`src/design/scma_pkg.sv`:
```
// ----------------------------------------------------------------------------
// scma_pkg
// Shared types and constants of the sparse coordinate-form merge-add unit:
// store sizing, request and status codes, the stored element layout and the
// command and status bundles between controller and datapath.
// ----------------------------------------------------------------------------
package scma_pkg;

    // Store sizing.
    localparam int STORE_DEPTH = 32;
    localparam int INDEX_BITS  = 16;
    localparam int CNT_W       = $clog2(STORE_DEPTH + 1);
    localparam int ADDR_W      = (STORE_DEPTH > 1) ? $clog2(STORE_DEPTH) : 1;

    // Field widths.
    localparam int IDX_W  = 16;
    localparam int VAL_W  = 32;
    localparam int DATA_W = 2 * IDX_W + VAL_W;

    // Only the low INDEX_BITS bits of an index take effect.
    localparam logic [IDX_W-1:0] IDX_MASK = IDX_W'((33'd1 << INDEX_BITS) - 33'd1);

    // Request codes carried on the input tuser.
    localparam logic [1:0] REQ_LOAD_A = 2'd0;
    localparam logic [1:0] REQ_LOAD_B = 2'd1;
    localparam logic [1:0] REQ_MERGE  = 2'd2;

    // Status codes carried on the output tuser.
    localparam logic [1:0] STAT_ELEMENT = 2'd0;
    localparam logic [1:0] STAT_EMPTY   = 2'd1;
    localparam logic [1:0] STAT_FULL    = 2'd2;
    localparam logic [1:0] STAT_ORDER   = 2'd3;

    // One stored element; the packing matches the output tdata layout.
    typedef struct packed {
        logic signed [VAL_W-1:0] value;
        logic [IDX_W-1:0]        col;
        logic [IDX_W-1:0]        row;
    } entry_t;

    // Controller states.
    typedef enum logic {
        CTRL_IDLE,
        CTRL_MERGE
    } ctrl_state_t;

    // Commands from controller to datapath.
    typedef struct packed {
        logic accept_load;  // a load beat is taken this cycle
        logic clear_idx;    // hold the merge read pointers at zero
        logic step;         // emit one merge result
    } cmd_t;

    // Status from datapath to controller.
    typedef struct packed {
        logic load_err;     // the presented load would be refused
        logic step_last;    // the current merge result is the final one
        logic out_free;     // the output register can take a result
    } sts_t;

endpackage

```
`src/design/scma_ctrl.sv`:
```
// ----------------------------------------------------------------------------
// scma_ctrl
// Controller of the merge-add unit. Takes input beats while idle and steps
// the datapath through a merge, one result per cycle the output allows.
// ----------------------------------------------------------------------------
module scma_ctrl (
    input  logic           aclk,
    input  logic           aresetn,
    input  logic           s_tvalid,
    input  logic [1:0]     req_type,
    output logic           s_tready,
    input  scma_pkg::sts_t sts,
    output scma_pkg::cmd_t cmd
);
    import scma_pkg::*;

    ctrl_state_t state_reg;
    ctrl_state_t state_next;
    logic        is_load;
    logic        accept;

    assign is_load = (req_type == REQ_LOAD_A) || (req_type == REQ_LOAD_B);

    // A refused load needs the output register; everything else does not.
    assign s_tready = (state_reg == CTRL_IDLE) && (sts.out_free || !(is_load && sts.load_err));
    assign accept   = s_tvalid && s_tready;

    // State register.
    always_ff @(posedge aclk) begin
        if (!aresetn) begin
            state_reg <= CTRL_IDLE;
        end else begin
            state_reg <= state_next;
        end
    end

    // Next state.
    always_comb begin
        state_next = state_reg;
        unique case (state_reg)
            CTRL_IDLE: begin
                if (accept && (req_type == REQ_MERGE)) begin
                    state_next = CTRL_MERGE;
                end
            end
            CTRL_MERGE: begin
                if (sts.out_free && sts.step_last) begin
                    state_next = CTRL_IDLE;
                end
            end
            default: state_next = CTRL_IDLE;
        endcase
    end

    // Commands.
    always_comb begin
        cmd = '0;
        unique case (state_reg)
            CTRL_IDLE: begin
                cmd.clear_idx   = 1'b1;
                cmd.accept_load = accept && is_load;
            end
            CTRL_MERGE: begin
                cmd.step = sts.out_free;
            end
            default: cmd = '0;
        endcase
    end

endmodule

```
`src/design/scma_dpath.sv`:
```
// ----------------------------------------------------------------------------
// scma_dpath
// Datapath of the merge-add unit: the two element stores, their counts and
// last positions, the merge pointers and comparator, the saturating adder
// and the output register.
// ----------------------------------------------------------------------------
module scma_dpath (
    input  logic                           aclk,
    input  logic                           aresetn,
    input  logic [1:0]                     req_type,
    input  logic [scma_pkg::IDX_W-1:0]     in_row,
    input  logic [scma_pkg::IDX_W-1:0]     in_col,
    input  logic signed [scma_pkg::VAL_W-1:0] in_value,
    input  scma_pkg::cmd_t                 cmd,
    output scma_pkg::sts_t                 sts,
    input  logic                           m_tready,
    output logic                           m_tvalid,
    output logic [scma_pkg::DATA_W-1:0]    m_tdata,
    output logic [1:0]                     m_tuser,
    output logic                           m_tlast
);
    import scma_pkg::*;

    // Element stores.
    entry_t mem_a [STORE_DEPTH];
    entry_t mem_b [STORE_DEPTH];
    entry_t rd_a_reg;
    entry_t rd_b_reg;

    // Fill state of each store.
    logic [CNT_W-1:0] a_cnt_reg, a_cnt_next;
    logic [CNT_W-1:0] b_cnt_reg, b_cnt_next;
    logic [IDX_W-1:0] a_lrow_reg, a_lrow_next, a_lcol_reg, a_lcol_next;
    logic [IDX_W-1:0] b_lrow_reg, b_lrow_next, b_lcol_reg, b_lcol_next;

    // Merge read pointers.
    logic [CNT_W-1:0] ka_reg, ka_next, ka_adv;
    logic [CNT_W-1:0] kb_reg, kb_next, kb_adv;

    // Output register.
    logic         out_valid_reg, out_valid_next;
    entry_t       out_data_reg, out_data_next;
    logic [1:0]   out_stat_reg, out_stat_next;
    logic         out_last_reg, out_last_next;

    // Load checks.
    logic             sel_b;
    logic [IDX_W-1:0] ld_row, ld_col;
    logic [CNT_W-1:0] sel_cnt;
    logic [IDX_W-1:0] sel_lrow, sel_lcol;
    logic             full, order_ok;
    entry_t           ld_entry;
    logic             wr_a, wr_b;

    // Merge compare.
    logic                    va, vb, a_first, same, take_a, take_b;
    logic signed [VAL_W:0]   sum;
    logic signed [VAL_W-1:0] sat_sum;
    entry_t                  mg_entry;
    logic                    mg_empty;

    // Load checks against the selected store.
    assign sel_b    = (req_type == REQ_LOAD_B);
    assign ld_row   = in_row & IDX_MASK;
    assign ld_col   = in_col & IDX_MASK;
    assign sel_cnt  = sel_b ? b_cnt_reg : a_cnt_reg;
    assign sel_lrow = sel_b ? b_lrow_reg : a_lrow_reg;
    assign sel_lcol = sel_b ? b_lcol_reg : a_lcol_reg;
    assign full     = (sel_cnt >= CNT_W'(STORE_DEPTH));
    assign order_ok = (sel_cnt == '0) || (ld_row > sel_lrow) ||
                      ((ld_row == sel_lrow) && (ld_col > sel_lcol));
    assign ld_entry = '{value: in_value, col: ld_col, row: ld_row};
    assign wr_a     = cmd.accept_load && !sts.load_err && !sel_b;
    assign wr_b     = cmd.accept_load && !sts.load_err && sel_b;

    // Merge comparison of the two head elements.
    assign va      = (ka_reg < a_cnt_reg);
    assign vb      = (kb_reg < b_cnt_reg);
    assign a_first = (rd_a_reg.row < rd_b_reg.row) ||
                     ((rd_a_reg.row == rd_b_reg.row) && (rd_a_reg.col < rd_b_reg.col));
    assign same    = (rd_a_reg.row == rd_b_reg.row) && (rd_a_reg.col == rd_b_reg.col);
    always_comb begin
        if (va && vb) begin
            take_a = a_first || same;
            take_b = !a_first;
        end else begin
            take_a = va;
            take_b = !va;
        end
    end
    assign mg_empty = !va && !vb;
    assign ka_adv   = ka_reg + CNT_W'(take_a && va);
    assign kb_adv   = kb_reg + CNT_W'(take_b && vb);

    // Saturating sum of coinciding values.
    assign sum = {rd_a_reg.value[VAL_W-1], rd_a_reg.value} +
                 {rd_b_reg.value[VAL_W-1], rd_b_reg.value};
    always_comb begin
        if (sum[VAL_W] != sum[VAL_W-1]) begin
            sat_sum = sum[VAL_W] ? {1'b1, {(VAL_W-1){1'b0}}} : {1'b0, {(VAL_W-1){1'b1}}};
        end else begin
            sat_sum = sum[VAL_W-1:0];
        end
    end

    // Element chosen for this merge step.
    always_comb begin
        if (mg_empty) begin
            mg_entry = '0;
        end else if (take_a && take_b) begin
            mg_entry = '{value: sat_sum, col: rd_a_reg.col, row: rd_a_reg.row};
        end else if (take_a) begin
            mg_entry = rd_a_reg;
        end else begin
            mg_entry = rd_b_reg;
        end
    end

    // Status to the controller.
    assign sts.load_err  = full || !order_ok;
    assign sts.step_last = mg_empty || ((ka_adv >= a_cnt_reg) && (kb_adv >= b_cnt_reg));
    assign sts.out_free  = !out_valid_reg || m_tready;

    // Pointer update; the stores are read at the next pointer values.
    always_comb begin
        if (cmd.clear_idx) begin
            ka_next = '0;
            kb_next = '0;
        end else if (cmd.step) begin
            ka_next = ka_adv;
            kb_next = kb_adv;
        end else begin
            ka_next = ka_reg;
            kb_next = kb_reg;
        end
    end

    // Counts and last positions.
    always_comb begin
        a_cnt_next  = a_cnt_reg;
        b_cnt_next  = b_cnt_reg;
        a_lrow_next = a_lrow_reg;
        a_lcol_next = a_lcol_reg;
        b_lrow_next = b_lrow_reg;
        b_lcol_next = b_lcol_reg;
        if (cmd.step && sts.step_last) begin
            a_cnt_next  = '0;
            b_cnt_next  = '0;
            a_lrow_next = '0;
            a_lcol_next = '0;
            b_lrow_next = '0;
            b_lcol_next = '0;
        end else if (wr_a) begin
            a_cnt_next  = a_cnt_reg + CNT_W'(1);
            a_lrow_next = ld_row;
            a_lcol_next = ld_col;
        end else if (wr_b) begin
            b_cnt_next  = b_cnt_reg + CNT_W'(1);
            b_lrow_next = ld_row;
            b_lcol_next = ld_col;
        end
    end

    // Output register contents.
    always_comb begin
        out_valid_next = out_valid_reg && !m_tready;
        out_data_next  = out_data_reg;
        out_stat_next  = out_stat_reg;
        out_last_next  = out_last_reg;
        if (cmd.accept_load && sts.load_err) begin
            out_valid_next = 1'b1;
            out_data_next  = '{value: '0, col: ld_col, row: ld_row};
            out_stat_next  = full ? STAT_FULL : STAT_ORDER;
            out_last_next  = 1'b1;
        end else if (cmd.step) begin
            out_valid_next = 1'b1;
            out_data_next  = mg_entry;
            out_stat_next  = mg_empty ? STAT_EMPTY : STAT_ELEMENT;
            out_last_next  = sts.step_last;
        end
    end

    // Control registers.
    always_ff @(posedge aclk) begin
        if (!aresetn) begin
            a_cnt_reg     <= '0;
            b_cnt_reg     <= '0;
            a_lrow_reg    <= '0;
            a_lcol_reg    <= '0;
            b_lrow_reg    <= '0;
            b_lcol_reg    <= '0;
            ka_reg        <= '0;
            kb_reg        <= '0;
            out_valid_reg <= 1'b0;
        end else begin
            a_cnt_reg     <= a_cnt_next;
            b_cnt_reg     <= b_cnt_next;
            a_lrow_reg    <= a_lrow_next;
            a_lcol_reg    <= a_lcol_next;
            b_lrow_reg    <= b_lrow_next;
            b_lcol_reg    <= b_lcol_next;
            ka_reg        <= ka_next;
            kb_reg        <= kb_next;
            out_valid_reg <= out_valid_next;
        end
    end

    // Payload registers.
    always_ff @(posedge aclk) begin
        out_data_reg <= out_data_next;
        out_stat_reg <= out_stat_next;
        out_last_reg <= out_last_next;
    end

    // Store A: one write port at the fill count, one registered read port.
    always_ff @(posedge aclk) begin
        if (wr_a) begin
            mem_a[a_cnt_reg[ADDR_W-1:0]] <= ld_entry;
        end
        rd_a_reg <= mem_a[ka_next[ADDR_W-1:0]];
    end

    // Store B: one write port at the fill count, one registered read port.
    always_ff @(posedge aclk) begin
        if (wr_b) begin
            mem_b[b_cnt_reg[ADDR_W-1:0]] <= ld_entry;
        end
        rd_b_reg <= mem_b[kb_next[ADDR_W-1:0]];
    end

    assign m_tvalid = out_valid_reg;
    assign m_tdata  = out_data_reg;
    assign m_tuser  = out_stat_reg;
    assign m_tlast  = out_last_reg;

endmodule

```
`src/design/sparse_coo_merge_add_unit.sv`:
```
// ----------------------------------------------------------------------------
// sparse_coo_merge_add_unit
// Loads two sparse matrices in row-major coordinate form and emits their
// saturated element-wise sum as a merged row-major stream.
// A refused load shows its error beat in the cycle after acceptance; an
// accepted load gives no beat. A merge's first beat passes the controller
// state register and then the output register, then one beat per cycle as
// the output allows; the merge loop advances one result per cycle over the
// store read ports while the output allows.
// Reset (aresetn low, synchronous) empties both stores and the output.
// ----------------------------------------------------------------------------
module sparse_coo_merge_add_unit (
    input  logic                        aclk,
    input  logic                        aresetn,
    // Input channel.
    input  logic                        s_tvalid,
    output logic                        s_tready,
    input  logic [scma_pkg::DATA_W-1:0] s_tdata,  // in_row, in_col, in_value
    input  logic [1:0]                  s_tuser,  // req_type
    // Result channel.
    output logic                        m_tvalid,
    input  logic                        m_tready,
    output logic [scma_pkg::DATA_W-1:0] m_tdata,  // out_row, out_col, out_value
    output logic [1:0]                  m_tuser,  // out_status
    output logic                        m_tlast
);
    import scma_pkg::*;

    cmd_t   cmd;
    sts_t   sts;
    entry_t s_entry;

    assign s_entry = s_tdata;

    // Request sequencing.
    scma_ctrl u_ctrl (
        .aclk     (aclk),
        .aresetn  (aresetn),
        .s_tvalid (s_tvalid),
        .req_type (s_tuser),
        .s_tready (s_tready),
        .sts      (sts),
        .cmd      (cmd)
    );

    // Stores, merge and output register.
    scma_dpath u_dpath (
        .aclk     (aclk),
        .aresetn  (aresetn),
        .req_type (s_tuser),
        .in_row   (s_entry.row),
        .in_col   (s_entry.col),
        .in_value (s_entry.value),
        .cmd      (cmd),
        .sts      (sts),
        .m_tready (m_tready),
        .m_tvalid (m_tvalid),
        .m_tdata  (m_tdata),
        .m_tuser  (m_tuser),
        .m_tlast  (m_tlast)
    );

endmodule
```
`config.mk`:
```
export PLATFORM = sky130hd
export DESIGN_NAME = sparse_coo_merge_add_unit
export DESIGN_NICKNAME = d
export VERILOG_FILES = /design/src/design/scma_pkg.sv /design/src/design/scma_ctrl.sv /design/src/design/scma_dpath.sv /design/src/design/sparse_coo_merge_add_unit.sv
export SDC_FILE = /design/constraint.sdc
export NUM_CORES = 2
export LEC_CHECK = 0
export ABC_AREA = 1
export BUFFER_PORTS_ARGS = -buffer_cell sky130_fd_sc_hd__buf_2
export CAP_MARGIN = 20
export CELL_PAD_IN_SITES_DETAIL_PLACEMENT = 0
export CELL_PAD_IN_SITES_GLOBAL_PLACEMENT = 1
export CORE_ASPECT_RATIO = 2
export CORE_MARGIN = 1.5
export CORE_UTILIZATION = 45
export DETAILED_ROUTE_END_ITERATION = 12
export PLACE_DENSITY_LB_ADDON = 0.1
export SLEW_MARGIN = 20
export SYNTH_ARGS = -nofsm -noshare
export SYNTH_HDL_FRONTEND = slang
export SYNTH_SLANG_ARGS = --single-unit
```
`constraint.sdc`:
```
create_clock -name aclk -period 13.2 [get_ports aclk]
set_input_delay 3.3 -clock aclk [delete_from_list [all_inputs] [get_ports aclk]]
set_output_delay 3.3 -clock aclk [all_outputs]
set_load 0.1 [all_outputs]
```
==> run summary <==
The power per standard cell area came out at 143 nW/µm². The worst setup path is captured at an output pin. The data required time of the worst path came out at 9900 ps.

The run finished with clean final reports. The depth of the CTS H-tree is 5. The total of max-cap violations came out at 0.

By startpoint and endpoint, the worst setup path is classified as in2out. In the final layout, the share of cells above drive strength 1 is 8.40%. The top-level port count came out at 139.

In this run the clock root is driven by a sky130_fd_sc_hd__clkbuf_16. Among all flip-flop cells after synthesis, the most frequent one is sky130_fd_sc_hd__edfxtp_1. The fraction of the cycle the final worst path needs came out at 76.2%. The first detailed-routing pass ran for 6 iterations. The count of input and output buffers came out at 138. The count of cells along the worst register-to-register path is 24. The distinct cell type count of the synthesized netlist came out at 51. Cell internal power was estimated by the tool at 21.7 mW. The total setup violations reported at the end of the flow came out at 0. The floorplan die width came out at 443 µm. Net switching is 21.8% of the power. The sum of negative setup slack is 0 ps.

The count of pins over their slew limit came to 0. The post-layout minimum cycle time is 10060 ps. The post-route DRC violation count came out at 0. The count of instances resized after the clock tree is built came out at 0. The maximum ir drop on the vdd rail came out at 0.114 mV.

The number of buffers added to fix hold violations after cts is 0. The post-synthesis sequential element count came out at 4381. The worst hold path belongs to the class reg2reg.

The fill cell total of the finished layout is 32900. The via count is 116000. In this run the vertical extent of the chip is 883 µm. Of all nets on the critical path, the largest fanout is 42. The total die area is 391000 µm².

Summed over all layers, the global routing overflow is 0. The detailed-route wire length came out at 628 mm. The floorplan step defined a core boundary enclosing 385000 µm². The global-route wire length before repair came out at 868 mm. The clock skew is 54.3 ps. The routed wirelength normalized by instance count is 33.5 µm. Combinational logic burns 3.4% of the power.

Counting every sink on the clock net gives 4381. The power share of the clock group came out at 41.4%. The number of vias per cell after detailed routing came out at 6.22. The initial antenna violation count came out at 44. The site row count is 322. The proportion of synthesized chip area in sequential cells is 74.1%.

The via count of the first global-routing pass came out at 114000. The largest net degree at the start of global routing is 179. The total power after layout is 27.7 mW. The deepest clock path buffer count came out at 4. The final weighted congestion in routability-driven placement came out at 0.906. The clock edge transition at the registers on the reported setup and hold paths came out at 60 ps. The number of nets with antenna violations after detailed routing is 0. The number of hold-slack violations in the final timing report came to 0. The area growth from synthesis to layout is 11.1%. The final net count is 13500. Setup repair after global routing left no endpoint under its margin.

The arrival time of data at the critical path endpoint is 6760 ps. The effective utilization at floorplan came out at 45.2%. The actual transition at the worst max-transition pin came out at 1190 ps.

During synthesis, Yosys emitted a total of 0 warnings. The cell area after synthesis is 174000 µm². The fmax came out at 0.0994 GHz. For this design the total switching power over the nets is 6.05 mW.

TritonCTS built the clock tree. The fraction of registers with async set/reset came out at 0%. Counting instances, the worst hold path has a depth of 2. Synthesis produced a netlist whose cell count is 13400. The synthesized area per cell is 13.0 µm². The number of buffers inserted to repair setup after CTS came out at 0. The total clock buffers created by CTS is 391. The reported leakage power came out at 62.0 nW.

Sequential cells burn 55.2% of the power. The worst slew margin relative to its limit came out at 20.5%. The overall routing resource usage is 31.4%. The insertion delay of the later-clocked pin in the worst-skew pair is 1030 ps. Yosys mapped a number of flops with a built-in enable equal to 4130. The sum of net half-perimeters after detailed placement is 365 mm. The DRC violation total after the first TritonRoute iteration is 12600. The worst setup path is launched from a primary input. The number of nets in the synthesized netlist is 13600.
## layer usage
layer  global-route usage, %  routed length, µm  up-vias
met2                    55.6             321000     5185
met1                    36.4             225000    60100
met4                    18.5              41800       10
li1                        -                  -    49900
met3                    4.06              40400     1274
met5                       0                 54        -
## cells in the mapped netlist (all sizes together) (4+ instances only)
cell type,instances,area (µm²)
a21oi,126,631
a22oi,4,40.0
a31o,4,35.0
buf,251,1340
clkbuf,701,2640
clkinv,5,20.0
dfxtp,251,5020
edfxtp,4130,124000
ha,130,1630
inv,222,833
mux2i,30,300
nand2,969,3660
nand3,131,656
nand3b,4,30.0
nand4,39,259
nor2,2442,9220
nor3,80,400
nor4,4,25.0
o211ai,734,5510
o21a,8,60.1
o21ai,2259,11300
o21bai,5,37.5
o221ai,312,2730
o22ai,522,3270
xnor2,17,149
xor2,17,149
## cell families after synthesis
logic type | count (synthesis) | share of synthesized area (%)
xor+xnor | 34 | 0.171
buf+inv | 1179 | 2.77
simple gates | 3674 | 8.20
compound gates | 3980 | 13.6
mux | 30 | 0.173
flops | 4381 | 74.1
fa+ha+maj | 131 | 0.946
## layout by cell type (no fill, tap or decap), drive strengths merged, types with 2 or more instances in the layout
| cell | netlist | routed |
|---|---|---|
| edfxtp | 4130 | 4130 |
| nor2 | 2442 | 2442 |
| o21ai | 2259 | 2259 |
| nand2 | 969 | 969 |
| o211ai | 734 | 734 |
| o22ai | 522 | 522 |
| clkbuf | 701 | 495 |
| buf | 251 | 455 |
| o221ai | 312 | 312 |
| dfxtp | 251 | 251 |
| inv | 222 | 236 |
| clkinv | 5 | 158 |
| nand3 | 131 | 131 |
| ha | 130 | 130 |
| a21oi | 126 | 126 |
| diode | 0 | 81 |
| nor3 | 80 | 80 |
| nand4 | 39 | 39 |
| bufinv | 0 | 32 |
| mux2i | 30 | 30 |
| xor2 | 17 | 17 |
| xnor2 | 17 | 17 |
| clkinvlp | 0 | 13 |
| o21a | 8 | 8 |
| o21bai | 5 | 5 |
| a31o | 4 | 4 |
| nand3b | 4 | 4 |
| nor4 | 4 | 4 |
| a22oi | 4 | 4 |
| a21o | 2 | 2 |
| o2111ai | 2 | 2 |
| or2 | 2 | 2 |
## power groups by stage
stage | registers (mW) | logic [mW] | clock network, mW
2_1_floorplan | 15.7 | 0.309 | 0
3_3_place_gp | 15.6 | 0.940 | 0
3_5_place_dp | 15.6 | 0.946 | 0
4_1_cts | 15.3 | 0.949 | 11.6
5_1_grt | 15.3 | 0.999 | 12.1
6_report | 15.3 | 0.947 | 11.5
## through the flow
stage                     util [%]  instance area, µm²  hold slack [ps]  setup WS (ps)  cells
final                         50.3              193000              469           3140  18700
after global routing          50.2              193000              486           2970  18700
after CTS                     50.2              193000              466           3160  18600
after detailed placement      46.9              181000              457           3100  17900
after global placement        46.9              181000              458           2960  17900
after floorplan                  -              174000              463            705  13400
## layout make-up
| type | count | area (µm²) | share of cell area (%) |
|---|---|---|---|
| Inverter | 227 | 916 | 0.474 |
| Antenna cell | 81 | 203 | 0.105 |
| Tap cell | 5022 | 6280 | 3.25 |
| Clock inverter | 212 | 1950 | 1.01 |
| Clock buffer | 495 | 10500 | 5.44 |
| Multi-Input combinational cell | 7849 | 40800 | 21.1 |
| Timing Repair Buffer | 455 | 3640 | 1.88 |
| Sequential cell | 4381 | 129000 | 66.7 |
## final timing paths
kind                                startpoint                          endpoint  slack [ps]
max                                 s_tuser[0]                          s_tready        3140
min           u_dpath.m_tdata[41]$_SDFFE_PP0P_  u_dpath.m_tdata[41]$_SDFFE_PP0P_         470
max reg2reg  u_dpath.a_cnt_reg[4]$_SDFFE_PP0P_      u_dpath.rd_a_reg[14]$_DFF_P_        5100
min reg2reg   u_dpath.m_tdata[41]$_SDFFE_PP0P_  u_dpath.m_tdata[41]$_SDFFE_PP0P_         470
## worst max-delay path, cell delays in order
cell and delay [ps]:
sky130_fd_sc_hd__buf_2 170, sky130_fd_sc_hd__inv_2 120, sky130_fd_sc_hd__nor2_4 180, sky130_fd_sc_hd__buf_4 540, sky130_fd_sc_hd__mux2i_1 170, sky130_fd_sc_hd__ha_1 330
sky130_fd_sc_hd__nand2_1 100, sky130_fd_sc_hd__nor3_1 320, sky130_fd_sc_hd__nand2_1 190, sky130_fd_sc_hd__nor2_1 160, sky130_fd_sc_hd__nand2_1 70, sky130_fd_sc_hd__nand3_1 210
sky130_fd_sc_hd__nand2_1 170, sky130_fd_sc_hd__a31oi_1 210, sky130_fd_sc_hd__buf_4 410
Note: power is estimated with default switching activity, not from simulation.
